[config.mk]
export PLATFORM = sky130hd
export DESIGN_NAME = fprs_phase
export DESIGN_NICKNAME = d
export VERILOG_FILES = /design/src/rtl/fprs_pkg.sv /design/src/rtl/fprs_phase.sv
export SDC_FILE = /design/constraint.sdc
export NUM_CORES = 1
export LEC_CHECK = 0
export BUFFER_PORTS_ARGS = -buffer_cell sky130_fd_sc_hd__buf_4
export CORE_MARGIN = 10
export CORE_UTILIZATION = 55
export CTS_CLUSTER_DIAMETER = 30
export DETAILED_ROUTE_END_ITERATION = 6
export PLACE_DENSITY = 0.82
export SYNTH_ARGS = -nofsm -noshare
export SYNTH_HDL_FRONTEND = slang
export SYNTH_SLANG_ARGS = --single-unit
[constraint.sdc]
create_clock -name clock -period 8.15 [get_ports clock]
set_input_delay 2.0375 -clock clock [delete_from_list [all_inputs] [get_ports clock]]
set_output_delay 2.0375 -clock clock [all_outputs]
set_load 0.02 [all_outputs]
[src/rtl/fprs_pkg.sv]
// Shared constants and the sine table generator for the phase ramp shift unit.
package fprs_pkg;

   // Configuration register indexes.
   localparam int unsigned CSR_INDEX_BITS = 2;
   localparam logic [CSR_INDEX_BITS-1:0] CSR_X_STEP = 2'd0;
   localparam logic [CSR_INDEX_BITS-1:0] CSR_Y_STEP = 2'd1;
   localparam logic [CSR_INDEX_BITS-1:0] CSR_Z_STEP = 2'd2;

   // Quadrant codes taken from the top two bits of the phase.
   localparam logic [1:0] QUAD_FIRST  = 2'd0;
   localparam logic [1:0] QUAD_SECOND = 2'd1;
   localparam logic [1:0] QUAD_THIRD  = 2'd2;
   localparam logic [1:0] QUAD_FOURTH = 2'd3;

   // Trig values are Q1.15: a 15-bit magnitude plus sign.
   localparam int unsigned TRIG_FRAC = 15;
   localparam int unsigned TRIG_W    = 16;
   localparam int unsigned MAG_W     = 15;
   localparam int          ROUND_BIAS = 16384;

   // Phase is aligned to 32 bits before the quadrant and address are taken.
   localparam int unsigned PHASE_ALIGN_W = 32;

   // Number of register stages from input acceptance to the output register.
   localparam int unsigned PIPE_DEPTH = 7;
   localparam int unsigned INFLIGHT_W = 4;

   // Taylor series constants for the table generator (Q30 arithmetic).
   localparam longint unsigned HALF_PI_Q30 = 64'd1686629713;
   localparam longint unsigned TAYLOR_DIV [8] = '{64'd6, 64'd20, 64'd42, 64'd72,
                                                  64'd110, 64'd156, 64'd210, 64'd272};

   // Table entry k of a quarter wave with 2^addr_bits steps: sin(pi/2*k/N) in Q1.15,
   // rounded half up and capped at full scale. Evaluated at elaboration only.
   function automatic logic [MAG_W-1:0] sine_entry(input int unsigned k,
                                                   input int unsigned addr_bits);
      longint unsigned x;
      longint unsigned x2;
      longint unsigned term;
      longint unsigned q;
      longint          acc;
      x    = (HALF_PI_Q30 * longint'(k)) >> addr_bits;
      x2   = (x * x) >> 30;
      term = x;
      acc  = longint'(x);
      for (int n = 1; n <= 8; n++) begin
         term = ((term * x2) >> 30) / TAYLOR_DIV[n-1];
         if ((n % 2) == 1) begin
            acc = acc - longint'(term);
         end else begin
            acc = acc + longint'(term);
         end
      end
      if (acc < 0) begin
         acc = 0;
      end
      q = ((longint'(acc) * 64'd32768) + (64'd1 << 29)) >> 30;
      if (q > 64'd32767) begin
         q = 64'd32767;
      end
      return q[MAG_W-1:0];
   endfunction

endpackage

[src/rtl/fprs_phase.sv]
// Phase accumulation: three index-by-step products, then the wrapped sum split into quadrant and table address.
module fprs_phase #(
   parameter int unsigned INDEX_BITS      = 10,
   parameter int unsigned SAMPLE_WIDTH    = 16,
   parameter int unsigned PHASE_BITS      = 24,
   parameter int unsigned TABLE_ADDR_BITS = 10
) (
   input  logic                              clock,
   input  logic                              reset,
   input  logic        [PHASE_BITS-1:0]      x_step,
   input  logic        [PHASE_BITS-1:0]      y_step,
   input  logic        [PHASE_BITS-1:0]      z_step,
   input  logic                              in_valid,
   output logic                              in_ready,
   input  logic        [INDEX_BITS-1:0]      col,
   input  logic        [INDEX_BITS-1:0]      row,
   input  logic        [INDEX_BITS-1:0]      slice,
   input  logic signed [SAMPLE_WIDTH-1:0]    re_in,
   input  logic signed [SAMPLE_WIDTH-1:0]    im_in,
   output logic                              out_valid,
   input  logic                              out_ready,
   output logic        [1:0]                 out_quad,
   output logic        [TABLE_ADDR_BITS-1:0] out_addr,
   output logic signed [SAMPLE_WIDTH-1:0]    out_re,
   output logic signed [SAMPLE_WIDTH-1:0]    out_im
);

   localparam int unsigned PROD_W = INDEX_BITS + PHASE_BITS;
   localparam int unsigned PAD    = fprs_pkg::PHASE_ALIGN_W - PHASE_BITS;

   logic                           en1;
   logic                           en2;
   logic                           v1_ff;
   logic                           v2_ff;
   logic        [PROD_W-1:0]       mul_x_in;
   logic        [PROD_W-1:0]       mul_y_in;
   logic        [PROD_W-1:0]       mul_z_in;
   logic        [PHASE_BITS-1:0]   prod_x_ff;
   logic        [PHASE_BITS-1:0]   prod_y_ff;
   logic        [PHASE_BITS-1:0]   prod_z_ff;
   logic signed [SAMPLE_WIDTH-1:0] re1_ff;
   logic signed [SAMPLE_WIDTH-1:0] im1_ff;
   logic        [PHASE_BITS-1:0]   phase_in;
   logic [fprs_pkg::PHASE_ALIGN_W-1:0] aligned;
   logic        [1:0]                 quad_ff;
   logic        [TABLE_ADDR_BITS-1:0] addr_ff;
   logic signed [SAMPLE_WIDTH-1:0]    re2_ff;
   logic signed [SAMPLE_WIDTH-1:0]    im2_ff;

   assign en2      = !v2_ff || out_ready;
   assign en1      = !v1_ff || en2;
   assign in_ready = en1;

   assign mul_x_in = PROD_W'(col)   * PROD_W'(x_step);
   assign mul_y_in = PROD_W'(row)   * PROD_W'(y_step);
   assign mul_z_in = PROD_W'(slice) * PROD_W'(z_step);

   // The sum wraps at one full turn by keeping only PHASE_BITS bits.
   assign phase_in = prod_x_ff + prod_y_ff + prod_z_ff;
   assign aligned  = fprs_pkg::PHASE_ALIGN_W'(phase_in) << PAD;

   always_ff @(posedge clock) begin
      if (reset) begin
         v1_ff <= 1'b0;
         v2_ff <= 1'b0;
      end else begin
         if (en1) begin
            v1_ff <= in_valid;
         end
         if (en2) begin
            v2_ff <= v1_ff;
         end
      end
   end

   always_ff @(posedge clock) begin
      if (en1 && in_valid) begin
         prod_x_ff <= mul_x_in[PHASE_BITS-1:0];
         prod_y_ff <= mul_y_in[PHASE_BITS-1:0];
         prod_z_ff <= mul_z_in[PHASE_BITS-1:0];
         re1_ff    <= re_in;
         im1_ff    <= im_in;
      end
      if (en2 && v1_ff) begin
         quad_ff <= aligned[fprs_pkg::PHASE_ALIGN_W-1 -: 2];
         addr_ff <= aligned[fprs_pkg::PHASE_ALIGN_W-3 -: TABLE_ADDR_BITS];
         re2_ff  <= re1_ff;
         im2_ff  <= im1_ff;
      end
   end

   assign out_valid = v2_ff;
   assign out_quad  = quad_ff;
   assign out_addr  = addr_ff;
   assign out_re    = re2_ff;
   assign out_im    = im2_ff;

endmodule

==> results.tsv <==
stage	metric	value	unit
outcome	status	finished clean	
logic_synthesis	Cell Area, Synth	0.0221	mm²
placed_design	PortBufs	183	
logic_synthesis	Post-synth ARST share	0	%
floorplanning	# IOs	184	
layout	area occupied by multi-input gates	0.0158	mm²
logic_synthesis	commonest register cell after synthesis	edfxtp_1	
clock_network	clock root buffer	clkbuf_16	
global_routing	initial antenna violation count	0	
timing	Slew Limit Fails	0	
worst_setup_path	Worst Path Max Fanout	23	
clock_network	hold buffers post-CTS	0	
timing	Tightest Pin Transition	1.19	ns
timing	minimum clock period	7.50	ns
worst_setup_path	crit end category	register	
layout	most frequent cells in the layout	fa_1 (424), inv_1 (409), nand2_1 (318), and2_1 (290), buf_4 (184)	
logic_synthesis	#FFs+latches synth	150	
power	Final Power	10100	µW
route	Initial DRC Count	1133	
timing	clock skew	0.0110	ns
route	final antenna-violating net count	0	
worst_setup_path	Worst Setup Start Kind	input pin	
clock_network	clock sink total	150	
route	First-pass DRT Iterations	5	
global_routing	first-pass GRT wire length	84.5	mm
layout	# diodes	0	
route	# DRC	0	
worst_setup_path	reg2reg setup slack	4.89	ns
global_routing	largest net degree at the start of global routing	73	
logic_synthesis	yosys warns	0	
layout	Area Overhead vs Synth	10.4	%
worst_setup_path	r2r startpoint	prod_z_ff[9]	
worst_setup_path	CP Class	in2reg	
logic_synthesis	register area share after synthesis	20.3	%
route	routed len/inst	17.8	µm
logic_synthesis	Avg Synthesized Cell Area	10.1	µm²
global_routing	vias in the first global route	16951	
logic_synthesis	Synth Instances	2186	
timing	TNS Setup	0	ns
job	Max Cap Violations	0	
clock_network	clk slew on worst S/H paths	0.06	ns
layout	FF/Latch Area	0.00448	mm²
timing	final setup fails	0	
clock_network	Clock Path Buffers	2	
placed_design	Detailed Place HPWL	40.4	mm
logic_synthesis	Yosys cell types	55	
floorplanning	die height	221	µm
route	Via density	5.39	
clock_network	PostCTS Resize Cnt	0	
floorplanning	total core area	0.0397	mm²
clock_network	H-tree levels	4	
layout	Layout Nets	2999	
floorplanning	die width	221	µm
placed_design	worst slack at placement	0.249	ns
timing	fmax	133	MHz
clock_network	Setup Buffers After CTS	0	
floorplanning	Die ar.	0.0486	mm²
power	Worst VDD drop	0.000265	V
timing	worst hold margin	0.415	ns
worst_setup_path	Setup crit start	slice[1]	
power	PD cells	413	mW/mm²
worst_hold_path	Hold Startpoint	re1_ff[5]	
timing	unrepaired setup endpoints after global routing	no	
route	via count	15301	
logic_synthesis	number of synthesized flops with an enable pin	148	
layout	Fillers	3167	
layout	share of layout cells above drive strength 1	9.68	%
worst_setup_path	Critical Path RT	8.32	ns
worst_setup_path	Worst EP arrival	7.67	ns
layout	most common cell after layout, fill and taps aside	fa_1	
clock_network	CTS tree	built	
floorplanning	Initial Utilization	55.7	%
clock_network	Num CTS Buffers	17	
floorplanning	Site Rows	73	
route	WL final	50.6	mm
global_routing	Total GRT Usage	21.7	%
placed_design	Final GP Congestion	0.913	
clock_network	Worst-Skew Late Latency	0.42	ns
power	leakage power	0.0117	µW
timing	post-route worst setup slack	0.652	ns
global_routing	grt total ovfl	0	
timing	crit share post-route	92.0	%
worst_hold_path	HP Class	reg2reg	
timing	final hold viol count	0	
timing	Max-slew headroom	20.6	%
logic_synthesis	Net Count, Synth	2884	
==> cell usage after synthesis (all sizes together), types with 16 or more instances <==
cell type	number	area share (%)
a21o	21	0.71
a21oi	40	0.97
and2	291	8.2
clkbuf	87	1.5
edfxtp	148	20
fa	424	38
ha	136	7.7
inv	409	6.9
nand2	318	5.4
nor2	49	0.83
nor3	16	0.36
o21ai	20	0.45
xnor2	96	3.8
xor2	22	0.87
==> critical path, cell delays in order <==
cell and delay [ns]:
buf_4 0.25, nand2_1 0.12, fa_1 0.54, inv_1 0.06
fa_1 0.49, fa_1 0.50, fa_1 0.50, inv_1 0.05
fa_1 0.49, inv_1 0.05, ha_1 0.39, a21oi_4 0.22
a21oi_2 0.08, or3_1 0.37, a31o_1 0.24, a41o_1 0.29
or4_1 0.42, a31o_1 0.25, a31oi_1 0.20, xnor2_1 0.08
==> layout make-up <==
cell class / count / share of cell area (%)
inverters: 409 / 6.29
well taps: 525 / 2.69
flip-flops and latches: 150 / 18.4
clock inverters: 14 / 0.682
clock buffers: 18 / 1.76
multi-input cells: 1539 / 64.6
repair buffers: 184 / 5.66
==> final timing paths <==
path | to | cells after the start
max | prod_z_ff[23] | 20
min | out_re[5] | 0
min reg2reg | out_re[5] | 0
max reg2reg | out_quad[1] | 11
==> power breakdown <==
group | total [µW] | internal, µW | switching, µW
logic | 7630 | 3360 | 4270
registers | 1670 | 1530 | 143
clock network | 772 | 459 | 313
==> kinds of logic (layout without fill, tap and decap cells) <==
kind of cell | after synthesis | after routing | synth area share, %
adder cells (fa/ha/maj) | 560 | 560 | 46.1
buffers and inverters | 497 | 625 | 8.47
AO/OA/AOI/OAI | 141 | 141 | 4.35
AND/OR/NAND/NOR | 720 | 720 | 16.1
flip-flops | 150 | 150 | 20.3
XOR/XNOR | 118 | 118 | 4.67
==> per-stage QoR <==
| stage | util [%] | area [µm²] | cells |
|---|---|---|---|
| 5_1_grt | 61.5 | 24400 | 2839 |
| 6_report | 61.5 | 24400 | 2839 |
| 4_1_cts | 61.5 | 24400 | 2839 |
| 2_1_floorplan | - | 22100 | 2186 |
| 3_5_place_dp | 60.0 | 23800 | 2807 |
| 3_3_place_gp | 60.0 | 23800 | 2807 |
==> flip-flops by register name (all words and copies together), names as in the netlist <==
name / cells
prod_z_ff: 24
im1_ff: 16
out_re: 16
re1_ff: 16
prod_x_ff: 24
prod_y_ff: 24
v1_ff: 1
out_quad: 2
out_im: 16
out_valid: 1
out_addr: 10
==> routing by layer <==
metal,vias to the layer above,GRT usage (%),routed length (µm)
met5,-,0,0
met4,0,6.53,1230
met3,102,3.45,3580
met2,607,36.9,25000
met1,7735,28.2,20800
li1,6857,-,-
No activity file was read; power rests on OpenSTA's default activity.
