### config.mk
export PLATFORM = sky130hd
export DESIGN_NAME = fprs_rotate
export DESIGN_NICKNAME = d
export VERILOG_FILES = /design/src/rtl/fprs_pkg.sv /design/src/rtl/fprs_rotate.sv
export SDC_FILE = /design/constraint.sdc
export NUM_CORES = 2
export LEC_CHECK = 0
export BUFFER_PORTS_ARGS = -buffer_cell sky130_fd_sc_hd__buf_4
export CAP_MARGIN = 20
export CORE_MARGIN = 1
export CORE_UTILIZATION = 52
export CTS_BUF_LIST = sky130_fd_sc_hd__clkbuf_8
export CTS_CLUSTER_DIAMETER = 30
export DETAILED_ROUTE_END_ITERATION = 10
export PLACE_DENSITY = 0.78
export SLEW_MARGIN = 40
export SYNTH_ARGS = -nofsm -noshare
export SYNTH_HDL_FRONTEND = slang
export SYNTH_SLANG_ARGS = --single-unit
### constraint.sdc
create_clock -name clock -period 13.6 [get_ports clock]
set_clock_uncertainty 0.15 [all_clocks]
set_input_delay 3.4 -clock clock [delete_from_list [all_inputs] [get_ports clock]]
set_output_delay 3.4 -clock clock [all_outputs]
set_load 0.02 [all_outputs]
### src/rtl/fprs_pkg.sv
// Shared constants and the sine table generator for the phase ramp shift unit.
package fprs_pkg;

   // Configuration register indexes.
   localparam int unsigned CSR_INDEX_BITS = 2;
   localparam logic [CSR_INDEX_BITS-1:0] CSR_X_STEP = 2'd0;
   localparam logic [CSR_INDEX_BITS-1:0] CSR_Y_STEP = 2'd1;
   localparam logic [CSR_INDEX_BITS-1:0] CSR_Z_STEP = 2'd2;

   // Quadrant codes taken from the top two bits of the phase.
   localparam logic [1:0] QUAD_FIRST  = 2'd0;
   localparam logic [1:0] QUAD_SECOND = 2'd1;
   localparam logic [1:0] QUAD_THIRD  = 2'd2;
   localparam logic [1:0] QUAD_FOURTH = 2'd3;

   // Trig values are Q1.15: a 15-bit magnitude plus sign.
   localparam int unsigned TRIG_FRAC = 15;
   localparam int unsigned TRIG_W    = 16;
   localparam int unsigned MAG_W     = 15;
   localparam int          ROUND_BIAS = 16384;

   // Phase is aligned to 32 bits before the quadrant and address are taken.
   localparam int unsigned PHASE_ALIGN_W = 32;

   // Number of register stages from input acceptance to the output register.
   localparam int unsigned PIPE_DEPTH = 7;
   localparam int unsigned INFLIGHT_W = 4;

   // Taylor series constants for the table generator (Q30 arithmetic).
   localparam longint unsigned HALF_PI_Q30 = 64'd1686629713;
   localparam longint unsigned TAYLOR_DIV [8] = '{64'd6, 64'd20, 64'd42, 64'd72,
                                                  64'd110, 64'd156, 64'd210, 64'd272};

   // Table entry k of a quarter wave with 2^addr_bits steps: sin(pi/2*k/N) in Q1.15,
   // rounded half up and capped at full scale. Evaluated at elaboration only.
   function automatic logic [MAG_W-1:0] sine_entry(input int unsigned k,
                                                   input int unsigned addr_bits);
      longint unsigned x;
      longint unsigned x2;
      longint unsigned term;
      longint unsigned q;
      longint          acc;
      x    = (HALF_PI_Q30 * longint'(k)) >> addr_bits;
      x2   = (x * x) >> 30;
      term = x;
      acc  = longint'(x);
      for (int n = 1; n <= 8; n++) begin
         term = ((term * x2) >> 30) / TAYLOR_DIV[n-1];
         if ((n % 2) == 1) begin
            acc = acc - longint'(term);
         end else begin
            acc = acc + longint'(term);
         end
      end
      if (acc < 0) begin
         acc = 0;
      end
      q = ((longint'(acc) * 64'd32768) + (64'd1 << 29)) >> 30;
      if (q > 64'd32767) begin
         q = 64'd32767;
      end
      return q[MAG_W-1:0];
   endfunction

endpackage

### src/rtl/fprs_rotate.sv
// Complex rotation: four products, rounded sums, saturation into the output register.
module fprs_rotate #(
   parameter int unsigned SAMPLE_WIDTH = 16
) (
   input  logic                               clock,
   input  logic                               reset,
   input  logic                               in_valid,
   output logic                               in_ready,
   input  logic signed [fprs_pkg::TRIG_W-1:0] cos_in,
   input  logic signed [fprs_pkg::TRIG_W-1:0] sin_in,
   input  logic signed [SAMPLE_WIDTH-1:0]     re_in,
   input  logic signed [SAMPLE_WIDTH-1:0]     im_in,
   output logic                               out_valid,
   input  logic                               out_ready,
   output logic signed [SAMPLE_WIDTH-1:0]     re_out,
   output logic signed [SAMPLE_WIDTH-1:0]     im_out
);

   localparam int unsigned PROD_W = SAMPLE_WIDTH + fprs_pkg::TRIG_W;
   localparam int unsigned ACC_W  = PROD_W + 1;
   localparam int unsigned RND_W  = ACC_W - fprs_pkg::TRIG_FRAC;

   logic                           en1;
   logic                           en2;
   logic                           en3;
   logic                           v1_ff;
   logic                           v2_ff;
   logic                           v3_ff;
   logic signed [PROD_W-1:0]       p_rc_in;
   logic signed [PROD_W-1:0]       p_is_in;
   logic signed [PROD_W-1:0]       p_ic_in;
   logic signed [PROD_W-1:0]       p_rs_in;
   logic signed [PROD_W-1:0]       p_rc_ff;
   logic signed [PROD_W-1:0]       p_is_ff;
   logic signed [PROD_W-1:0]       p_ic_ff;
   logic signed [PROD_W-1:0]       p_rs_ff;
   logic signed [ACC_W-1:0]        sum_re_in;
   logic signed [ACC_W-1:0]        sum_im_in;
   logic signed [RND_W-1:0]        rnd_re_ff;
   logic signed [RND_W-1:0]        rnd_im_ff;
   logic signed [SAMPLE_WIDTH-1:0] sat_re_in;
   logic signed [SAMPLE_WIDTH-1:0] sat_im_in;
   logic signed [SAMPLE_WIDTH-1:0] re_out_ff;
   logic signed [SAMPLE_WIDTH-1:0] im_out_ff;

   // Clamp a rounded value to the sample range; it fits when its top bits agree.
   function automatic logic signed [SAMPLE_WIDTH-1:0] saturate(
      input logic signed [RND_W-1:0] v
   );
      logic [RND_W-SAMPLE_WIDTH:0] top;
      top = v[RND_W-1:SAMPLE_WIDTH-1];
      if ((top == '0) || (top == '1)) begin
         return v[SAMPLE_WIDTH-1:0];
      end else if (v[RND_W-1]) begin
         return {1'b1, {(SAMPLE_WIDTH-1){1'b0}}};
      end else begin
         return {1'b0, {(SAMPLE_WIDTH-1){1'b1}}};
      end
   endfunction

   assign en3      = !v3_ff || out_ready;
   assign en2      = !v2_ff || en3;
   assign en1      = !v1_ff || en2;
   assign in_ready = en1;

   assign p_rc_in = re_in * cos_in;
   assign p_is_in = im_in * sin_in;
   assign p_ic_in = im_in * cos_in;
   assign p_rs_in = re_in * sin_in;

   assign sum_re_in = ACC_W'(p_rc_ff) + ACC_W'(p_is_ff) + ACC_W'(fprs_pkg::ROUND_BIAS);
   assign sum_im_in = ACC_W'(p_ic_ff) - ACC_W'(p_rs_ff) + ACC_W'(fprs_pkg::ROUND_BIAS);

   assign sat_re_in = saturate(rnd_re_ff);
   assign sat_im_in = saturate(rnd_im_ff);

   always_ff @(posedge clock) begin
      if (reset) begin
         v1_ff <= 1'b0;
         v2_ff <= 1'b0;
         v3_ff <= 1'b0;
      end else begin
         if (en1) begin
            v1_ff <= in_valid;
         end
         if (en2) begin
            v2_ff <= v1_ff;
         end
         if (en3) begin
            v3_ff <= v2_ff;
         end
      end
   end

   always_ff @(posedge clock) begin
      if (en1 && in_valid) begin
         p_rc_ff <= p_rc_in;
         p_is_ff <= p_is_in;
         p_ic_ff <= p_ic_in;
         p_rs_ff <= p_rs_in;
      end
      if (en2 && v1_ff) begin
         // Dropping the fraction bits floors the biased sum: round half up.
         rnd_re_ff <= sum_re_in[ACC_W-1 -: RND_W];
         rnd_im_ff <= sum_im_in[ACC_W-1 -: RND_W];
      end
      if (en3 && v2_ff) begin
         re_out_ff <= sat_re_in;
         im_out_ff <= sat_im_in;
      end
   end

   assign out_valid = v3_ff;
   assign re_out    = re_out_ff;
   assign im_out    = im_out_ff;

endmodule

==> metrics.yaml <==
logic_synthesis:
  synth-seq-cells: 199
  netlist_area_mm2: 0.04875
  yosysTopAreaCell: "fa_1"
  yosysWarningCount: 0
  netlist_instances: 5081
  synthArstFlopShare: 0
  synth_area_leaders: "fa_1 43%, edfxtp_1 12%, ha_1 12%"
  syn_area_per_cell_um2: 9.595
  syn_nets: 6647
  yosysSeqAreaShare: 0.1220
  synth_edf_count: 196
  synth_ff_type: "edfxtp_1"
  synth_top_area_frac: 0.4303
  synth_cell_types: 62
outcome:
  status: "complete, no violations"
cts:
  cts_max_level: 4
  postCtsHoldBufs: 0
  clock_latency_ns: 0.60
  clockBufferDepth: 2
  cts_setup_buffers: 0
  cts_tree: "done"
  clkTransAtPathRegs_ns: 0.12
  clock_sinks: 199
  cts_buffers: 17
  cts_root_buffer: "clkbuf_8"
  cts_resized: 0
setup_path:
  critical_path.max_stage_delay_ns: 0.56
  rrSetupSlack_ns: 9.65
  worstPathArrival_ns: 9.88
  start_kind: "input pin"
  cp_cell_sequence: "buf_4, nand2_1, fa_1, inv_1, fa_1, inv_1, fa_1, inv_1, fa_1, fa_1, inv_1, fa_1, inv_1, ha_1, a21oi_1, o221ai_1, a21o_1, a221oi_1, nor3_1, o31ai_1, a21oi_1, o21a_1, nor2_1, xnor2_1"
  rr_startpoint: "p_rc_ff[10]"
  crit_type: "input pin to register"
  path_max_fanout: 32
  cp.required_ns: 13.80
  crit_family: "adder cells"
  path_common_cell: "fa_1"
  crit_buf_inv: 6
  endpoint_kind: "register"
  startpoint: "im_in[7]"
  cp_slowest_cell: "a221oi_1"
drt:
  met3_length_um: 8886
  drc: 0
  dr.pass1.iters: 6
  vias: 33620
  detail-route-antenna-nets: 0
  drt_iter0_drc: 2285
  met1_length_um: 44750
  routed_wl_um: 108400
  wire_per_inst_um: 17.32
  via_per_inst: 5.373
  highest_layer: "met5"
  wl_met2_um: 51490
cells_and_area:
  stdcell_count: 6257
  stdcell_area_mm2: 0.05082
  final_nets: 6563
  area_growth_pct: 4.250
  mostFrequentLayoutCell: "inv_1"
  layout_common_cells: "1191 x inv_1, 1048 x fa_1, 540 x nand2_1"
  drive_gt1_frac: 0.03194
placed_design:
  placed_cell_area_mm2: 0.05038
  port_buffers: 101
  gp_congestion: 0.8623
  dp.cells: 6218
  dp_hpwl_um: 83400
  pre_cts_slack_ns: 3.402
sta:
  hold_viol_final: 0
  slew_headroom: 0.4984
  max_freq_ghz: 0.1033
  finalCriticalPeriod_ns: 9.677
  worst_slew_pin_slew_ns: 0.7508
  finalSetupViolCount: 0
  fin_setup_tns_ns: 0
  setup_ws_ns: 3.923
  grt_setup_unrepaired: "no"
  fin_crit_sh: 0.7116
  drv_slew: 0
worst_hold_path:
  hold_start: "v1_ff"
  min_path_type: "register to register"
grt:
  grt_usage: 0.2438
  grt_max_degree: 67
  grt_overflow: 0
  grt_pass1_wl_um: 182200
  antenna_found_initial: 9
  grt_pass1_vias: 35750
die:
  coreArea_mm2: 0.09222
  fp.dieH_um: 308.2
  io_pins: 102
  dieArea_mm2: 0.09498
  die_w_um: 308.2
  std_cell_rows: 111
  start_util: 0.5287
job:
  max-cap-violations: 0
## worst register-to-register path, stage by stage (launching register included)
cell,delay (ns)
edfxtp_1,0.44
ha_1,0.32
ha_1,0.33
and4_1,0.22
a221o_1,0.29
a21oi_1,0.37
nor3_1,0.20
o41ai_2,0.44
o21ai_1,0.20
a41oi_2,0.31
nor2_1,0.11
a211oi_2,0.24
xor2_1,0.10
## metal layers
metal | GRT usage | vias to the layer above
met3 | 0.04494 | 175
met5 | 0 | -
met4 | 0.07509 | 12
li1 | - | 15040
met2 | 0.3914 | 1291
met1 | 0.3363 | 17100
## synth_stat cells (4+ instances only)
cell and instances:
nor2_1 232, a21boi_0 4, o21bai_1 22, nor3_1 25
o211ai_1 5, xnor2_1 129, o21a_1 27, a21o_1 78
clkbuf_1 209, nand2b_1 25, a2111oi_0 5, or2_2 4
nand3_1 22, inv_1 1190, buf_1 5, nand4_1 12
a31oi_1 9, fa_1 1048, o2111ai_1 4, edfxtp_1 196
o21ai_1 16, nor2b_1 15, or3_1 9, ha_1 450
xor2_1 39, a21oi_1 142, and3_1 9, nand2_1 540
a211oi_1 17, o21ai_0 44, a31o_2 4, and2_1 496
## registers in the layout, summed over array words and instances, names as in the netlist
| signal | count |
|---|---|
| im_out | 16 |
| out_valid | 1 |
| p_ic_ff | 32 |
| p_is_ff | 32 |
| p_rc_ff | 32 |
| p_rs_ff | 32 |
| re_out | 16 |
| rnd_im_ff | 18 |
| rnd_re_ff | 18 |
| v1_ff | 1 |
| v2_ff | 1 |
## per-stage QoR
step	hold slack [ns]	util
3_3_place_gp	0.4010	0.5458
5_1_grt	0.4657	0.5511
2_1_floorplan	0.3256	-
6_report	0.4285	0.5511
3_5_place_dp	0.4198	0.5463
4_1_cts	0.4304	0.5506
## worst paths after layout
kind                                      end  cells past startpoint
worst max-delay path              p_ic_ff[31]                     24
worst max register to register  rnd_re_ff[17]                     12
worst min-delay path                    v2_ff                      2
worst min register to register          v2_ff                      2
## logic make-up (layout without fill, tap and decap cells)
logic type | count (synthesis) | in the layout | share of synthesized area
AND/OR/NAND/NOR | 1399 | 1399 | 0.1390
XOR/XNOR | 168 | 168 | 0.03018
adder cells (fa/ha/maj) | 1498 | 1498 | 0.5458
AO/OA/AOI/OAI | 412 | 412 | 0.05485
buffers and inverters | 1405 | 1334 | 0.1082
other | 0 | 4 | 0
flip-flops | 199 | 199 | 0.1220
## final cells by class
type                    count  area [um2]
diodes                      4       10.01
clock buffers              17       234.0
clock inverters            15       163.9
fillers                  7994       41390
inverters                1190        4467
multi-input cells        3477       37560
flip-flops and latches    199        5946
well taps                1243        1555
repair buffers            112       883.3
Power is not shown: default switching activity piles up to over one toggle a cycle in this logic, so the estimate is an artifact.
